<file path="src/sv/hsvrgb_pkg.sv">
// hsvrgb_pkg: shared types and constants for the HSV to RGB converter.
// No dependencies; used by hsv_to_rgb_convert, hsvrgb_front, hsvrgb_back and hsvrgb_checker.
package hsvrgb_pkg;

  // Fixed widths of the pixel fields
  localparam int IN_W  = 18;
  localparam int OUT_W = 8;

  // Result class decided by the front end
  typedef enum logic [1:0] {
    KIND_BLACK,
    KIND_GREY,
    KIND_COLOR
  } kind_e;

  // Hue sector, 0..6 (6 acts as 0)
  typedef logic [2:0] sector_t;

  localparam sector_t SECT_0 = 3'd0;
  localparam sector_t SECT_1 = 3'd1;
  localparam sector_t SECT_2 = 3'd2;
  localparam sector_t SECT_3 = 3'd3;
  localparam sector_t SECT_4 = 3'd4;
  localparam sector_t SECT_5 = 3'd5;
  localparam sector_t SECT_6 = 3'd6;

  // Control group handed from front end to back end
  typedef struct packed {
    kind_e   kind;
    sector_t sector;
  } ctrl_t;

endpackage

</file>
<file path="src/sv/hsv_to_rgb_convert.sv">
// hsv_to_rgb_convert: HSV to RGB pixel converter, top level.
// A pixel passes through the queue and the back-end stage registers before it shows on valid_o.
// Throughput: one pixel per clock; the back end never stalls, so busy stays low.
// The front end writes one queue entry per beat; the back end drains one per cycle while the queue is not empty.
// Reset (rst_ni low, asynchronous) empties the queue and clears all valid bits.
// Depends on hsvrgb_pkg, hsvrgb_front, hsvrgb_fifo, hsvrgb_back.
module hsv_to_rgb_convert #(
  parameter int FRAC_BITS = 16
) (
  input  logic                                clk_i,
  input  logic                                rst_ni,
  input  logic                                start,
  output logic                                busy,
  input  logic signed [hsvrgb_pkg::IN_W-1:0]  hue_i,
  input  logic signed [hsvrgb_pkg::IN_W-1:0]  saturation_i,
  input  logic signed [hsvrgb_pkg::IN_W-1:0]  brightness_i,
  output logic                                valid_o,
  output logic [hsvrgb_pkg::OUT_W-1:0]        red_o,
  output logic [hsvrgb_pkg::OUT_W-1:0]        green_o,
  output logic [hsvrgb_pkg::OUT_W-1:0]        blue_o
);

  localparam int VW = FRAC_BITS + 1;
  localparam int CTW = $bits(hsvrgb_pkg::ctrl_t);
  localparam int QW = CTW + 3 * VW;

  hsvrgb_pkg::ctrl_t fr_ctrl, bk_ctrl;
  logic [VW-1:0]     fr_frac, fr_sat, fr_val;
  logic [VW-1:0]     bk_frac, bk_sat, bk_val;
  logic [QW-1:0]     q_wdata, q_rdata;
  logic              q_empty, q_full, accept;

  assign accept = start && !busy;
  assign busy   = q_full;

  hsvrgb_front #(.FRAC_BITS(FRAC_BITS)) u_front (
    .hue_i        (hue_i),
    .saturation_i (saturation_i),
    .brightness_i (brightness_i),
    .ctrl_o       (fr_ctrl),
    .frac_o       (fr_frac),
    .sat_o        (fr_sat),
    .val_o        (fr_val)
  );

  assign q_wdata = {fr_ctrl, fr_frac, fr_sat, fr_val};

  hsvrgb_fifo #(.WIDTH(QW), .DEPTH(2)) u_fifo (
    .clk_i   (clk_i),
    .rst_ni  (rst_ni),
    .push_i  (accept),
    .wdata_i (q_wdata),
    .pop_i   (!q_empty),
    .rdata_o (q_rdata),
    .empty_o (q_empty),
    .full_o  (q_full)
  );

  assign {bk_ctrl, bk_frac, bk_sat, bk_val} = q_rdata;

  hsvrgb_back #(.FRAC_BITS(FRAC_BITS)) u_back (
    .clk_i      (clk_i),
    .rst_ni     (rst_ni),
    .in_valid_i (!q_empty),
    .ctrl_i     (bk_ctrl),
    .frac_i     (bk_frac),
    .sat_i      (bk_sat),
    .val_i      (bk_val),
    .valid_o    (valid_o),
    .red_o      (red_o),
    .green_o    (green_o),
    .blue_o     (blue_o)
  );

endmodule

</file>
<file path="src/sv/hsvrgb_front.sv">
// hsvrgb_front: range checks, hue sector split and fraction mirroring.
// Depends on hsvrgb_pkg.
module hsvrgb_front #(
  parameter int FRAC_BITS = 16
) (
  input  logic signed [hsvrgb_pkg::IN_W-1:0] hue_i,
  input  logic signed [hsvrgb_pkg::IN_W-1:0] saturation_i,
  input  logic signed [hsvrgb_pkg::IN_W-1:0] brightness_i,
  output hsvrgb_pkg::ctrl_t                  ctrl_o,
  output logic [FRAC_BITS:0]                 frac_o,
  output logic [FRAC_BITS:0]                 sat_o,
  output logic [FRAC_BITS:0]                 val_o
);

  localparam int VW = FRAC_BITS + 1;
  localparam int CW = (VW > hsvrgb_pkg::IN_W) ? VW : hsvrgb_pkg::IN_W;
  localparam int HW = VW + 3;
  localparam logic [CW-1:0] ONE_C = CW'(1) << FRAC_BITS;
  localparam logic [VW-1:0] ONE_V = VW'(1) << FRAC_BITS;

  logic [CW-1:0]  h_mag, s_mag, v_mag;
  logic           h_ok, s_ok, v_ok;
  logic [HW-1:0]  h6;
  logic [2:0]     sector;
  logic [VW-1:0]  f_raw;

  // magnitude of the non-negative range, sign checked separately
  assign h_mag = CW'(hue_i[hsvrgb_pkg::IN_W-2:0]);
  assign s_mag = CW'(saturation_i[hsvrgb_pkg::IN_W-2:0]);
  assign v_mag = CW'(brightness_i[hsvrgb_pkg::IN_W-2:0]);

  assign h_ok = !hue_i[hsvrgb_pkg::IN_W-1] && (h_mag <= ONE_C);
  assign s_ok = !saturation_i[hsvrgb_pkg::IN_W-1] && (s_mag <= ONE_C);
  assign v_ok = !brightness_i[hsvrgb_pkg::IN_W-1] && (v_mag <= ONE_C);

  // hue * 6, then integer part is the sector
  assign h6     = HW'(h_mag[VW-1:0]) * HW'(3'd6);
  assign sector = h6[FRAC_BITS+2:FRAC_BITS];
  assign f_raw  = {1'b0, h6[FRAC_BITS-1:0]};

  // classify; mirror fraction in even sectors
  always_comb begin
    if (!(s_ok && v_ok)) begin
      ctrl_o.kind = hsvrgb_pkg::KIND_BLACK;
    end else if (!h_ok) begin
      ctrl_o.kind = hsvrgb_pkg::KIND_GREY;
    end else begin
      ctrl_o.kind = hsvrgb_pkg::KIND_COLOR;
    end
    ctrl_o.sector = sector;
    frac_o = sector[0] ? f_raw : (ONE_V - f_raw);
  end

  assign sat_o = s_mag[VW-1:0];
  assign val_o = v_mag[VW-1:0];

endmodule

</file>
<file path="src/sv/hsvrgb_fifo.sv">
// hsvrgb_fifo: small register queue between front and back end.
// No dependencies.
module hsvrgb_fifo #(
  parameter int WIDTH = 8,
  parameter int DEPTH = 2
) (
  input  logic             clk_i,
  input  logic             rst_ni,
  input  logic             push_i,
  input  logic [WIDTH-1:0] wdata_i,
  input  logic             pop_i,
  output logic [WIDTH-1:0] rdata_o,
  output logic             empty_o,
  output logic             full_o
);

  localparam int AW = (DEPTH > 1) ? $clog2(DEPTH) : 1;
  localparam int CNTW = $clog2(DEPTH + 1);

  logic [WIDTH-1:0] mem_q [DEPTH];
  logic [AW-1:0]    wr_ptr_q, wr_ptr_d, rd_ptr_q, rd_ptr_d;
  logic [CNTW-1:0]  cnt_q, cnt_d;
  logic             do_push, do_pop;

  assign empty_o = (cnt_q == '0);
  assign full_o  = (cnt_q == CNTW'(DEPTH));
  assign do_push = push_i && !full_o;
  assign do_pop  = pop_i && !empty_o;
  assign rdata_o = mem_q[rd_ptr_q];

  // pointer and count update
  always_comb begin
    wr_ptr_d = wr_ptr_q;
    rd_ptr_d = rd_ptr_q;
    cnt_d    = cnt_q;
    if (do_push) begin
      wr_ptr_d = (wr_ptr_q == AW'(DEPTH - 1)) ? '0 : wr_ptr_q + 1'b1;
    end
    if (do_pop) begin
      rd_ptr_d = (rd_ptr_q == AW'(DEPTH - 1)) ? '0 : rd_ptr_q + 1'b1;
    end
    if (do_push && !do_pop) begin
      cnt_d = cnt_q + 1'b1;
    end else if (do_pop && !do_push) begin
      cnt_d = cnt_q - 1'b1;
    end
  end

  always_ff @(posedge clk_i or negedge rst_ni) begin
    if (!rst_ni) begin
      wr_ptr_q <= '0;
      rd_ptr_q <= '0;
      cnt_q    <= '0;
    end else begin
      wr_ptr_q <= wr_ptr_d;
      rd_ptr_q <= rd_ptr_d;
      cnt_q    <= cnt_d;
    end
  end

  // storage, no reset needed
  always_ff @(posedge clk_i) begin
    if (do_push) begin
      mem_q[wr_ptr_q] <= wdata_i;
    end
  end

endmodule

</file>
<file path="src/sv/hsvrgb_back.sv">
// hsvrgb_back: three-stage datapath computing m, n and the 8-bit channels.
// Depends on hsvrgb_pkg.
module hsvrgb_back #(
  parameter int FRAC_BITS = 16
) (
  input  logic                            clk_i,
  input  logic                            rst_ni,
  input  logic                            in_valid_i,
  input  hsvrgb_pkg::ctrl_t               ctrl_i,
  input  logic [FRAC_BITS:0]              frac_i,
  input  logic [FRAC_BITS:0]              sat_i,
  input  logic [FRAC_BITS:0]              val_i,
  output logic                            valid_o,
  output logic [hsvrgb_pkg::OUT_W-1:0]    red_o,
  output logic [hsvrgb_pkg::OUT_W-1:0]    green_o,
  output logic [hsvrgb_pkg::OUT_W-1:0]    blue_o
);

  localparam int VW = FRAC_BITS + 1;
  localparam int PW = 2 * VW;
  localparam int BW = VW + 8;
  localparam logic [VW-1:0] ONE_V = VW'(1) << FRAC_BITS;

  // channel scale by 255, truncated
  function automatic logic [hsvrgb_pkg::OUT_W-1:0] to_byte(input logic [VW-1:0] x);
    logic [BW-1:0] t;
    t = (BW'(x) << 8) - BW'(x);
    return t[FRAC_BITS+7:FRAC_BITS];
  endfunction

  // stage 1: m and s*f
  logic              vld1_q;
  hsvrgb_pkg::ctrl_t ctrl1_q;
  logic [VW-1:0]     v1_q, m1_q, sf1_q;
  logic [PW-1:0]     pm, psf;

  assign pm  = PW'(val_i) * PW'(ONE_V - sat_i);
  assign psf = PW'(sat_i) * PW'(frac_i);

  // stage 2: n
  logic              vld2_q;
  hsvrgb_pkg::ctrl_t ctrl2_q;
  logic [VW-1:0]     v2_q, m2_q, n2_q;
  logic [PW-1:0]     pn;

  assign pn = PW'(v1_q) * PW'(ONE_V - sf1_q);

  // stage 3: channel order and byte scale
  logic                          vld3_q;
  logic [hsvrgb_pkg::OUT_W-1:0]  r_q, g_q, b_q, r_d, g_d, b_d;
  logic [VW-1:0]                 rx, gx, bx;

  always_comb begin
    case (ctrl2_q.sector)
      hsvrgb_pkg::SECT_1: begin rx = n2_q; gx = v2_q; bx = m2_q; end
      hsvrgb_pkg::SECT_2: begin rx = m2_q; gx = v2_q; bx = n2_q; end
      hsvrgb_pkg::SECT_3: begin rx = m2_q; gx = n2_q; bx = v2_q; end
      hsvrgb_pkg::SECT_4: begin rx = n2_q; gx = m2_q; bx = v2_q; end
      hsvrgb_pkg::SECT_5: begin rx = v2_q; gx = m2_q; bx = n2_q; end
      default:            begin rx = v2_q; gx = n2_q; bx = m2_q; end
    endcase
    case (ctrl2_q.kind)
      hsvrgb_pkg::KIND_COLOR: begin
        r_d = to_byte(rx);
        g_d = to_byte(gx);
        b_d = to_byte(bx);
      end
      hsvrgb_pkg::KIND_GREY: begin
        r_d = to_byte(v2_q);
        g_d = r_d;
        b_d = r_d;
      end
      default: begin
        r_d = '0;
        g_d = '0;
        b_d = '0;
      end
    endcase
  end

  // valid bits
  always_ff @(posedge clk_i or negedge rst_ni) begin
    if (!rst_ni) begin
      vld1_q <= 1'b0;
      vld2_q <= 1'b0;
      vld3_q <= 1'b0;
    end else begin
      vld1_q <= in_valid_i;
      vld2_q <= vld1_q;
      vld3_q <= vld2_q;
    end
  end

  // datapath registers
  always_ff @(posedge clk_i) begin
    ctrl1_q <= ctrl_i;
    v1_q    <= val_i;
    m1_q    <= pm[FRAC_BITS+VW-1:FRAC_BITS];
    sf1_q   <= psf[FRAC_BITS+VW-1:FRAC_BITS];
    ctrl2_q <= ctrl1_q;
    v2_q    <= v1_q;
    m2_q    <= m1_q;
    n2_q    <= pn[FRAC_BITS+VW-1:FRAC_BITS];
    r_q     <= r_d;
    g_q     <= g_d;
    b_q     <= b_d;
  end

  assign valid_o = vld3_q;
  assign red_o   = r_q;
  assign green_o = g_q;
  assign blue_o  = b_q;

endmodule

</file>
<file path="config.mk">
export PLATFORM = sky130hd
export DESIGN_NAME = hsv_to_rgb_convert
export DESIGN_NICKNAME = d
export VERILOG_FILES = /design/src/sv/hsvrgb_pkg.sv /design/src/sv/hsv_to_rgb_convert.sv /design/src/sv/hsvrgb_front.sv /design/src/sv/hsvrgb_fifo.sv /design/src/sv/hsvrgb_back.sv
export SDC_FILE = /design/constraint.sdc
export NUM_CORES = 2
export LEC_CHECK = 0
export BUFFER_PORTS_ARGS = -buffer_cell sky130_fd_sc_hd__buf_2
export CORE_MARGIN = 2
export CORE_UTILIZATION = 60
export CTS_BUF_LIST = sky130_fd_sc_hd__clkbuf_16
export DETAILED_ROUTE_END_ITERATION = 7
export PLACE_DENSITY = 0.82
export SYNTH_ARGS = -nofsm -noshare
export SYNTH_HDL_FRONTEND = slang
export SYNTH_HIERARCHICAL = 1
export SYNTH_SLANG_ARGS = --single-unit
</file>
<file path="constraint.sdc">
create_clock -name clk_i -period 15.84 [get_ports clk_i]
set_input_delay 2.376 -clock clk_i [delete_from_list [all_inputs] [get_ports clk_i]]
set_output_delay 2.376 -clock clk_i [all_outputs]
set_load 0.01 [all_outputs]
</file>
==> run_results.csv <==
group,metric,value,unit
grt,grt_start_max_net_pins,79,
sta,min_period,9331,ps
sta,fmax,107.2,MHz
synth,syn-num-nets,5451,
worst_hold_path,hold_depth,0,
final_layout,drive_above_1_share,0.07334,
synth,synth_top_area_cell,"fa_1",
clocking,postCtsSetupRepairBufs,0,
synth,netlist.area_leader.share,0.3451,
final_layout,final_common_cell,"inv_1",
routing,drt_pre_antenna_iters,6,
synth,synthAdderAreaFrac,0.4632,
sta,clock_skew,30.55,ps
clocking,cts_made_buffers,25,
synth,synth_top_family_by_area,"adder cells",
worst_hold_path,hold_path_end,"u_back/m2_q[11]",
synth,synth-edff-count,112,
synth,synth.area.mux_share,0.02508,
synth,yosysSeqAreaShare,0.1542,
floorplan,coreArea,0.06704,mm²
sta,tns,0,ps
synth,synth_flop_cell,"dfxtp_1",
final_layout,instances_no_fill,5142,
sta,slew_viol_final,0,
final_layout,finalNetCount,5389,
clocking,ctsResizeCount,0,
routing,drt_first_iter_violations,2375,
placement,gp_congestion,0.9804,
grt,antenna_found_initial,2,
critical_path,timing.rr.end,"u_back/m1_q[13]",
synth,async_flop_share,0.02745,
synth,synth_warnings,6,
critical_path,cp_data_arrival_time,9820,ps
final_layout,final_cell_mix,"inv_1, fa_1, nand2_1",
clocking,htreeDepth,1,
critical_path,end_kind,"register",
routing,vias,29320,
critical_path,critPathRequiredTime,16320,ps
worst_hold_path,min_from,"u_back/m1_q[11]",
floorplan,die_y,264.1,µm
critical_path,start_kind,"register",
sta,tightest_slew,1436,ps
synth,yosys.area_share.xor_xnor,0.03183,
routing,ant_nets,0,
synth,synth.distinct_cells,102,
sta,fin_crit_sh,0.5891,
grt,grt_pass1_vias,30910,
critical_path,rrSetupSlack,6510,ps
worst_hold_path,hp-class,"reg2reg",
grt,grt_overflow,0,
synth,synthSimpleGateAreaFrac,0.1496,
placement,place_inst,5095,
clocking,cts_root_buf,"clkbuf_16",
synth,synth.area.top_cells,"fa_1, ha_1, inv_1",
sta,hold_viol_final,0,
clocking,clock_latency,560,ps
grt,grt_usage,0.2732,
floorplan,ios,83,
critical_path,setup.worst_path.start,"u_fifo/rd_ptr_q",
routing,drc,0,
synth,synth.avg_cell_area,9.418,µm²
clocking,cts_tree,"done",
synth,syn_area,0.04060,mm²
clocking,numClockSinks,255,
floorplan,rows,95,
final_layout,areaGrowthSynthToFinish,4.099,%
sta,max-slew-margin-rel,0.03957,
clocking,cts_hold_buf,0,
clocking,path_clk_slew,60,ps
placement,hpwlAfterDp,73020,µm
synth,synth_compound_area_frac,0.06598,
routing,viasPerCell,5.702,
critical_path,worstSetupPathType,"reg2reg",
floorplan,fp.dieArea,0.06976,mm²
critical_path,crit_fanout,28,
grt,grt_pass1_wl,154200,µm
floorplan,die_width,264.1,µm
placement,io_buffers,82,
clocking,clk_path_buf_depth,3,
routing,drt-total-wl,93960,µm
synth,yosys_register_bits,255,
floorplan,initial_core_util,0.6056,
sta,rsz0062_at_grt,"false",
routing,routedWlPerCell,18.27,µm
run_status,status,"completed",
critical_path,reg2reg_depth,25,
flow_run,maxCapViolations,0,
critical_path,r2r_start,"u_fifo/rd_ptr_q",
synth,synth_cells,4311,
sta,setup_viol,0,
==> how the worst max path moves through the flow <==
| stage | end | slack, ps | depth (start not counted) |
|---|---|---|---|
| 5_1_grt | u_back/m1_q[9] | 6080 | 26 |
| 4_1_cts | u_back/m1_q[9] | 6610 | 26 |
| 2_1_floorplan | u_back/m1_q[13] | 7700 | 34 |
| 3_5_place_dp | u_back/m1_q[13] | 6590 | 25 |
| 3_3_place_gp | u_back/m1_q[13] | 6690 | 25 |
| 6_report | u_back/m1_q[13] | 6510 | 25 |
==> sequential cells by signal (all words and copies together), names as in the netlist, 2 cells and up <==
register	count
u_fifo/mem_q	112
u_back/m2_q	17
u_back/m1_q	17
u_back/ctrl1_q	5
u_fifo/cnt_q	2
u_back/sf1_q	17
u_back/v1_q	17
u_back/v2_q	17
u_back/red_o	8
u_back/n2_q	17
u_back/green_o	8
u_back/ctrl2_q	5
u_back/blue_o	8
==> final cells by class <==
type / instances / area [µm²]
clock buffers: 25 / 625.6
inverters: 905 / 3400
fillers: 5267 / 24770
flip-flops and latches: 255 / 6265
well taps: 873 / 1092
diodes: 1 / 2.502
clock inverters: 21 / 185.2
multi-input cells: 2931 / 29920
repair buffers: 131 / 778.2
==> through the flow <==
| step | setup WS (ps) | instance area [µm²] | utilization | hold WS [ps] |
|---|---|---|---|---|
| floorplan | 7704 | 40600 | - | 309.6 |
| global placement | 6687 | 41450 | 0.6183 | 310.5 |
| detailed placement | 6595 | 41450 | 0.6183 | 312.1 |
| CTS | 6606 | 42260 | 0.6304 | 319.2 |
| global route | 6080 | 42260 | 0.6304 | 322.5 |
| finish | 6509 | 42270 | 0.6305 | 321.2 |
==> worst max-delay path, stage by stage, from the launching register on <==
cell	delay (ps)
dfrtp_2	830
mux2_4	460
or4_4	580
nor4_4	220
nand3b_2	150
or4_4	540
xor2_1	1120
nand2_1	220
fa_1	540
fa_1	500
inv_1	50
fa_1	390
fa_1	480
fa_1	490
inv_1	50
fa_1	470
inv_1	40
ha_1	320
and2_1	180
a221oi_1	290
o32ai_1	150
a211oi_1	300
nor2_1	150
a22o_1	260
o41ai_1	330
xnor2_1	160
==> logic make-up after synthesis <==
| family | after synthesis |
|---|---|
| flip-flops | 255 |
| multiplexers | 82 |
| buffers and inverters | 1125 |
| XOR/XNOR | 143 |
| adder cells (fa/ha/maj) | 1083 |
| AO/OA/AOI/OAI | 367 |
| other | 1 |
| AND/OR/NAND/NOR | 1255 |
==> per-layer routing <==
metal	up-vias	part of all wire	GRT usage
li1	13140	-	-
met1	14570	0.40	0.3676
met2	1396	0.47	0.4550
met3	210	0.092	0.04521
met4	0	0.030	0.08477
met5	-	0	0
==> cell usage after synthesis (all sizes together), types with 10 or more instances <==
master / n
o21ai: 70
a211oi: 10
o22ai: 31
clkbuf: 136
xor2: 51
mux2: 65
nand2: 618
nand2b: 21
dfxtp: 136
xnor2: 91
o221a: 14
fa: 700
or2: 25
nand4: 16
a21o: 37
nor4: 23
edfxtp: 112
a21oi: 63
o221ai: 17
and2: 316
mux2i: 17
inv: 905
ha: 383
nor2: 118
nand3: 22
nor2b: 11
o311ai: 11
and3: 14
buf: 84
o211ai: 17
nor3: 38
o21a: 17
Power is not shown: default switching activity piles up to over one toggle a cycle in this logic, so the estimate is an artifact.
